`src/rtl/assert_macros.svh`:
```
`ifndef ASSERT_MACROS_SVH
`define ASSERT_MACROS_SVH

// same-cycle implication, disabled in reset
`define ASSERT_SAME(label, clk, rst, ante, cons, msg) \
  label: assert property (@(posedge clk) disable iff (rst) (ante) |-> (cons)) \
    else $error(msg);

// next-cycle implication, disabled in reset
`define ASSERT_NEXT(label, clk, rst, ante, cons, msg) \
  label: assert property (@(posedge clk) disable iff (rst) (ante) |=> (cons)) \
    else $error(msg);

`endif

```
`src/rtl/mexp_pkg.sv`:
```
`default_nettype none

package mexp_pkg;

  localparam int unsigned WordW = 64;
  localparam int unsigned CntW  = 6;

  localparam logic [WordW-1:0] Prime  = 64'hFFFF_FFFF_FFFF_FFC5;
  localparam logic [WordW-1:0] One    = 64'd1;
  localparam logic [CntW-1:0]  CntMax = 6'd63;

  typedef logic [WordW-1:0] word_t;

  typedef enum logic [2:0] {
    S_IDLE,
    S_START_SQ,
    S_WAIT_SQ,
    S_START_MUL,
    S_WAIT_MUL,
    S_FINISH
  } state_t;

  typedef struct packed {
    logic  start;
    word_t x;
    word_t y;
  } mm_req_t;

endpackage

`default_nettype wire

```
`src/rtl/mexp_if.sv`:
```
`default_nettype none

interface mexp_in_if;
  import mexp_pkg::*;

  logic  valid;
  logic  ready;
  word_t base;
  word_t exponent;

  modport source (output valid, output base, output exponent, input ready);
  modport sink (input valid, input base, input exponent, output ready);
endinterface

interface mexp_out_if;
  import mexp_pkg::*;

  logic  valid;
  logic  ready;
  word_t power_mod;

  modport source (output valid, output power_mod, input ready);
  modport sink (input valid, input power_mod, output ready);
endinterface

`default_nettype wire

```
`src/rtl/mexp_modmul.sv`:
```
`default_nettype none

module mexp_modmul (
  input  wire                 clk,
  input  wire                 rst,
  input  mexp_pkg::mm_req_t   req,
  output logic                done,
  output mexp_pkg::word_t     prod
);
  import mexp_pkg::*;

  `include "assert_macros.svh"

  logic  busy;
  word_t acc;
  word_t add;
  word_t y;

  word_t gap;
  word_t acc_next;
  word_t dbl;
  word_t add_next;

  always_comb begin
    gap      = Prime - add;
    acc_next = acc;
    if (y[0]) begin
      acc_next = (acc >= gap) ? (acc - gap) : (acc + add);
    end
    dbl      = add + add;
    add_next = (add >= gap) ? (dbl - Prime) : dbl;
  end

  assign done = busy && (y == '0);
  assign prod = acc;

  always_ff @(posedge clk) begin
    if (rst) begin
      busy <= 1'b0;
    end else if (req.start) begin
      busy <= 1'b1;
    end else if (done) begin
      busy <= 1'b0;
    end
  end

  always_ff @(posedge clk) begin
    if (req.start) begin
      acc <= '0;
      add <= req.x;
      y   <= req.y;
    end else if (busy && !done) begin
      acc <= acc_next;
      add <= add_next;
      y   <= {1'b0, y[WordW-1:1]};
    end
  end

  `ASSERT_SAME(a_acc_reduced, clk, rst, busy, acc < Prime, "accumulator left the residue range")
  `ASSERT_SAME(a_add_reduced, clk, rst, busy, add < Prime, "addend left the residue range")
  `ASSERT_SAME(a_no_restart, clk, rst, req.start, !busy, "multiply started while busy")

endmodule

`default_nettype wire

```
`src/rtl/mod_exp_64.sv`:
```
// each transaction takes 64 squarings and one multiply per set exponent bit,
//   all on a single shared bit-serial modular multiplier; a new transaction is
//   accepted only after the previous one has finished
// input ready only while idle; a finished result waits in the output register
// reset: synchronous, active high; clears the sequencer and output valid
`default_nettype none

module mod_exp_64 (
  input  wire        clk,
  input  wire        rst,
  mexp_in_if.sink    operands,
  mexp_out_if.source result
);
  import mexp_pkg::*;

  `include "assert_macros.svh"

  state_t          state;
  state_t          state_next;
  word_t           b;
  word_t           e;
  word_t           r;
  logic [CntW-1:0] cnt;
  logic            out_valid;
  word_t           out_data;

  mm_req_t mm_req;
  logic    mm_done;
  word_t   mm_prod;
  logic    advance;
  logic    load_out;

  mexp_modmul u_modmul (
    .clk  (clk),
    .rst  (rst),
    .req  (mm_req),
    .done (mm_done),
    .prod (mm_prod)
  );

  assign operands.ready   = (state == S_IDLE);
  assign result.valid     = out_valid;
  assign result.power_mod = out_data;

  always_comb begin
    state_next   = state;
    mm_req.start = 1'b0;
    mm_req.x     = r;
    mm_req.y     = r;
    advance      = 1'b0;
    load_out     = 1'b0;
    unique case (state)
      S_IDLE: begin
        if (operands.valid) begin
          state_next = S_START_SQ;
        end
      end
      S_START_SQ: begin
        mm_req.start = 1'b1;
        state_next   = S_WAIT_SQ;
      end
      S_WAIT_SQ: begin
        if (mm_done) begin
          if (e[WordW-1]) begin
            state_next = S_START_MUL;
          end else begin
            advance    = 1'b1;
            state_next = (cnt == '0) ? S_FINISH : S_START_SQ;
          end
        end
      end
      S_START_MUL: begin
        mm_req.start = 1'b1;
        mm_req.y     = b;
        state_next   = S_WAIT_MUL;
      end
      S_WAIT_MUL: begin
        if (mm_done) begin
          advance    = 1'b1;
          state_next = (cnt == '0) ? S_FINISH : S_START_SQ;
        end
      end
      S_FINISH: begin
        if (!out_valid || result.ready) begin
          load_out   = 1'b1;
          state_next = S_IDLE;
        end
      end
      default: state_next = S_IDLE;
    endcase
  end

  always_ff @(posedge clk) begin
    if (rst) begin
      state <= S_IDLE;
    end else begin
      state <= state_next;
    end
  end

  always_ff @(posedge clk) begin
    if (state == S_IDLE && operands.valid) begin
      b   <= (operands.base >= Prime) ? (operands.base - Prime) : operands.base;
      e   <= operands.exponent;
      r   <= One;
      cnt <= CntMax;
    end else begin
      if ((state == S_WAIT_SQ || state == S_WAIT_MUL) && mm_done) begin
        r <= mm_prod;
      end
      if (advance) begin
        e   <= {e[WordW-2:0], 1'b0};
        cnt <= cnt - 1'b1;
      end
    end
  end

  always_ff @(posedge clk) begin
    if (rst) begin
      out_valid <= 1'b0;
    end else if (load_out) begin
      out_valid <= 1'b1;
    end else if (result.ready) begin
      out_valid <= 1'b0;
    end
  end

  always_ff @(posedge clk) begin
    if (load_out) begin
      out_data <= r;
    end
  end

  `ASSERT_SAME(a_r_reduced, clk, rst, state != S_IDLE, r < Prime, "running power out of range")
  `ASSERT_SAME(a_done_waiting, clk, rst, mm_done, state == S_WAIT_SQ || state == S_WAIT_MUL, "multiply finished outside a wait state")
  `ASSERT_NEXT(a_accept_load, clk, rst, state == S_IDLE && operands.valid, state == S_START_SQ && cnt == CntMax, "accepted transaction not loaded")

endmodule

`default_nettype wire
```
`src/flat_wrapper.sv`:
```
// flat-port wrapper written by rule: the top's interface ports become plain ports
module mod_exp_64_flat import mexp_pkg::*;
  (clk, rst, operands_valid, operands_base, operands_exponent, operands_ready, result_valid, result_power_mod, result_ready);
  mexp_in_if operands_i ();
  mexp_out_if result_i ();
  input  wire clk;
  input  wire rst;
  input wire logic [$bits(operands_i.valid)-1:0] operands_valid;
  input wire logic [$bits(operands_i.base)-1:0] operands_base;
  input wire logic [$bits(operands_i.exponent)-1:0] operands_exponent;
  output wire logic [$bits(operands_i.ready)-1:0] operands_ready;
  output wire logic [$bits(result_i.valid)-1:0] result_valid;
  output wire logic [$bits(result_i.power_mod)-1:0] result_power_mod;
  input wire logic [$bits(result_i.ready)-1:0] result_ready;
  assign operands_i.valid = operands_valid;
  assign operands_i.base = operands_base;
  assign operands_i.exponent = operands_exponent;
  assign operands_ready = operands_i.ready;
  assign result_valid = result_i.valid;
  assign result_power_mod = result_i.power_mod;
  assign result_i.ready = result_ready;
  mod_exp_64 u_core (.clk(clk), .rst(rst), .operands(operands_i), .result(result_i));
endmodule
```
`config.mk`:
```
export PLATFORM = sky130hd
export DESIGN_NAME = mod_exp_64_flat
export DESIGN_NICKNAME = d
export VERILOG_FILES = /design/src/rtl/mexp_pkg.sv /design/src/rtl/mexp_if.sv /design/src/rtl/mexp_modmul.sv /design/src/rtl/mod_exp_64.sv /design/src/flat_wrapper.sv
export VERILOG_INCLUDE_DIRS = /design/src /design/src/rtl
export SDC_FILE = /design/constraint.sdc
export NUM_CORES = 1
export LEC_CHECK = 0
export BUFFER_PORTS_ARGS = -buffer_cell sky130_fd_sc_hd__buf_2
export CAP_MARGIN = 20
export CORE_MARGIN = 3
export CORE_UTILIZATION = 53
export DETAILED_ROUTE_END_ITERATION = 12
export GPL_ROUTABILITY_DRIVEN = 0
export HOLD_SLACK_MARGIN = 0.02
export PLACE_DENSITY = 0.71
export SLEW_MARGIN = 40
export SYNTH_ARGS = -nofsm -noshare
export SYNTH_HDL_FRONTEND = slang
export SYNTH_HIERARCHICAL = 1
export SYNTH_SLANG_ARGS = --single-unit
export TNS_END_PERCENT = 30
```
`constraint.sdc`:
```
create_clock -name clk -period 7.4 [get_ports clk]
set_clock_uncertainty 0.1 [all_clocks]
set_input_delay 0.74 -clock clk [delete_from_list [all_inputs] [get_ports clk]]
set_output_delay 0.74 -clock clk [all_outputs]
set_load 0.005 [all_outputs]
```
==> flow_summary_export.csv <==
group,metric,value,unit
outcome,status,"completed",
global_route,grt_pass1_vias,24260,
timing,fin_crit_sh,0.896,
floorplanning,die-width,243,µm
timing,hold_ws,0.254,ns
yosys,synth_cell_type_count,82,
critical_path,cp-start-kind,"flop",
final_layout,area_growth,10.7,%
final_layout,fin_cells,4169,
routing,drc,0,
cts,post-cts-setup-buffer-count,0,
final_layout,diodes,0,
yosys,synth-seq-area-share,0.416,
final_layout,drive_above_1_share,0.140,
cts,clock_latency,0.61,ns
critical_path,critPathSlowestCell,"or3_1",
yosys,ys.flop_type,"edfxtp_1",
floorplanning,core_area,55300,µm²
yosys,yosysTopAreaCell,"edfxtp_1",
timing,slew_headroom,0.353,
critical_path,slowest_delay,0.59,ns
power,ir_worst_vdd,0.216,mV
timing,fmaxAchievable,0.151,GHz
yosys,ys.warnings.count,6,
routing,num_vias,26213,
critical_path,required,7.84,ns
yosys,ys_ff_latch,459,
floorplanning,start_util,0.538,
critical_path,worstPathCellList,"nand3_2, or3_1, nor2_1, nand4_1, nand2b_1, ha_1, inv_1, ha_1, nand4_1, nor3_1, a221oi_1, nand3_1, a21o_1, o31a_1, o221ai_4, buf_4, nand2_1, or2_2, o311ai_0, nand3b_1",
cts,postCtsHoldBufs,0,
place,dp_hpwl,67500,µm
flow_run,drv_cap,0,
place,io_buffers,197,
cts,cts.sinks,459,
timing,setup_tns,0,ns
timing,setup_ws,0.771,ns
yosys,synthDominantCellAreaShare,0.323,
floorplanning,num_rows,86,
final_layout,utilization,0.596,
critical_path,end_kind,"flop",
yosys,synth_area_leaders,"edfxtp_1 32%, dfxtp_1 9.3%, nand2_1 7.0%",
place,place_ws,1.01,ns
cts,cts-root-buf,"clkbuf_16",
cts,cts_buffer_depth,3,
power,power.density,328,nW/µm²
timing,rsz0062_at_grt,"no",
routing,via_per_inst,6.29,
global_route,grt_max_degree,189,
timing,fin_crit,6.63,ns
global_route,grt_pass1_wl,138000,µm
routing,first_iter_violations,3812,
cts,cts_tree,"built",
critical_path,arrival,7.07,ns
global_route,grt_overflow,0,
floorplanning,io_pins,198,
yosys,syn-cell-area,29800,µm²
cts,cts_max_level,2,
critical_path,reg2reg_depth,20,
timing,drv_slew,0,
final_layout,final_common_cell,"nand2_1",
final_layout,final_nets,3679,
floorplanning,die_area,59100,µm²
yosys,syn-instance-count,3278,
routing,wirelength,90100,µm
timing,hold_viol,0,
routing,final_antenna_net_count,0,
critical_path,path_class,"flop to flop",
timing,worst_slew_pin_slew,0.962,ns
routing,dr.pass1.iters,6,
place,numPlacedInstances,4076,
global_route,grt_use_total,0.294,
cts,post_cts_resized,0,
final_layout,layout_common_cells,"556 x nand2_1, 320 x edfxtp_1, 255 x a21oi_1, 207 x nor2_1, 197 x buf_2",
cts,path_clk_slew,0.06,ns
min_path,min_path_type,"input pin to flop",
routing,post_drt_wl_per_cell,21.6,µm
floorplanning,die_h,243,µm
yosys,syn-num-nets,3577,
critical_path,critPathMaxFanout,50,
timing,finalSetupViolCount,0,
yosys,synth_edf_count,320,
yosys,syn_avg_cell_area,9.08,µm²
cts,cts_buffers,49,
yosys,synthArstFlopShare,0,
global_route,antenna_found_initial,0,
power,p_leak,12.7,nW
min_path,hold_depth,2,
-- registers in the layout (all words and copies together) (netlist names) --
register                 flops
u_core/b                    64
u_core/e                    64
u_core/r                    64
u_core/result.power_mod     64
u_core/u_modmul/add         64
u_core/u_modmul/prod        64
u_core/u_modmul/y           64
u_core/cnt                   6
u_core/state                 3
u_core/result.valid          1
u_core/u_modmul/busy         1
-- kinds of logic (layout without fill, tap and decap cells) --
group / after synthesis / after routing / synth area share
adder cells (fa/ha/maj): 167 / 167 / 0.0707
XOR/XNOR: 231 / 231 / 0.0679
multiplexers: 139 / 139 / 0.0522
AO/OA/AOI/OAI: 736 / 736 / 0.152
buffers and inverters: 257 / 400 / 0.0343
AND/OR/NAND/NOR: 1289 / 1289 / 0.207
flip-flops: 459 / 459 / 0.416
-- critical path, delay by kind of cell, from the launching register on --
| family | cells | cell delay (ns) |
|---|---|---|
| buffers and inverters | 2 | 0.52 |
| AOI/OAI and AO/OA | 5 | 1.52 |
| adders and majority gates | 2 | 0.73 |
| and+or+nand+nor | 11 | 3.16 |
| DFF | 1 | 0.53 |
-- synth_stat cells (14+ instances only) --
master,number
xnor2_1,166
edfxtp_1,320
clkbuf_1,123
o21a_1,18
nand4_1,92
o21ai_0,131
mux2_2,130
inv_1,89
nor2b_1,89
and2_1,16
nand2b_1,26
nor4_1,47
o21ai_1,51
and4_1,15
o21bai_1,32
dfxtp_1,139
nor2_1,208
or2_2,14
a21oi_1,255
nand2_1,559
nor3_1,59
or3_1,27
buf_2,24
a21o_1,59
a31oi_1,16
xor2_1,65
a211oi_1,59
ha_1,165
nand3_1,66
and3_1,27
-- worst paths after layout --
check,to,start,slack (ns)
max reg2reg,u_core/u_modmul/prod[62],u_core/u_modmul/add[6],0.77
max,u_core/u_modmul/prod[62],u_core/u_modmul/add[6],0.77
min,u_core/result.valid,rst,0.25
min reg2reg,u_core/result.power_mod[55],u_core/r[55],0.40
-- final cells by class --
| class | instances | area (µm²) |
|---|---|---|
| timing repair buffer | 218 | 1200 |
| fill | 4755 | 22300 |
| sequential | 459 | 12400 |
| inverter | 90 | 345 |
| multi-input combinational | 2562 | 16400 |
| clock buffer | 63 | 1320 |
| tap | 748 | 936 |
| clock inverter | 29 | 324 |
-- power breakdown --
part | switching [mW] | total [mW] | internal (mW)
sequential | 0.553 | 3.75 | 3.20
combinational | 2.77 | 4.57 | 1.80
clock | 1.08 | 2.50 | 1.42
-- through the flow --
| stage | cell area, µm² | power [mW] |
|---|---|---|
| after floorplan | 29800 | 6.94 |
| after global placement | 31200 | 8.01 |
| after detailed placement | 31300 | 8.15 |
| after CTS | 32900 | 10.7 |
| after global routing | 33000 | 11.4 |
| final | 33000 | 10.8 |
-- layer usage --
metal | GRT usage | wire length, µm
met1 | 0.443 | 39000
met2 | 0.427 | 37700
met3 | 0.0579 | 10400
met4 | 0.0880 | 2960
met5 | 0 | 0
Note: power is estimated with default switching activity, not from simulation.
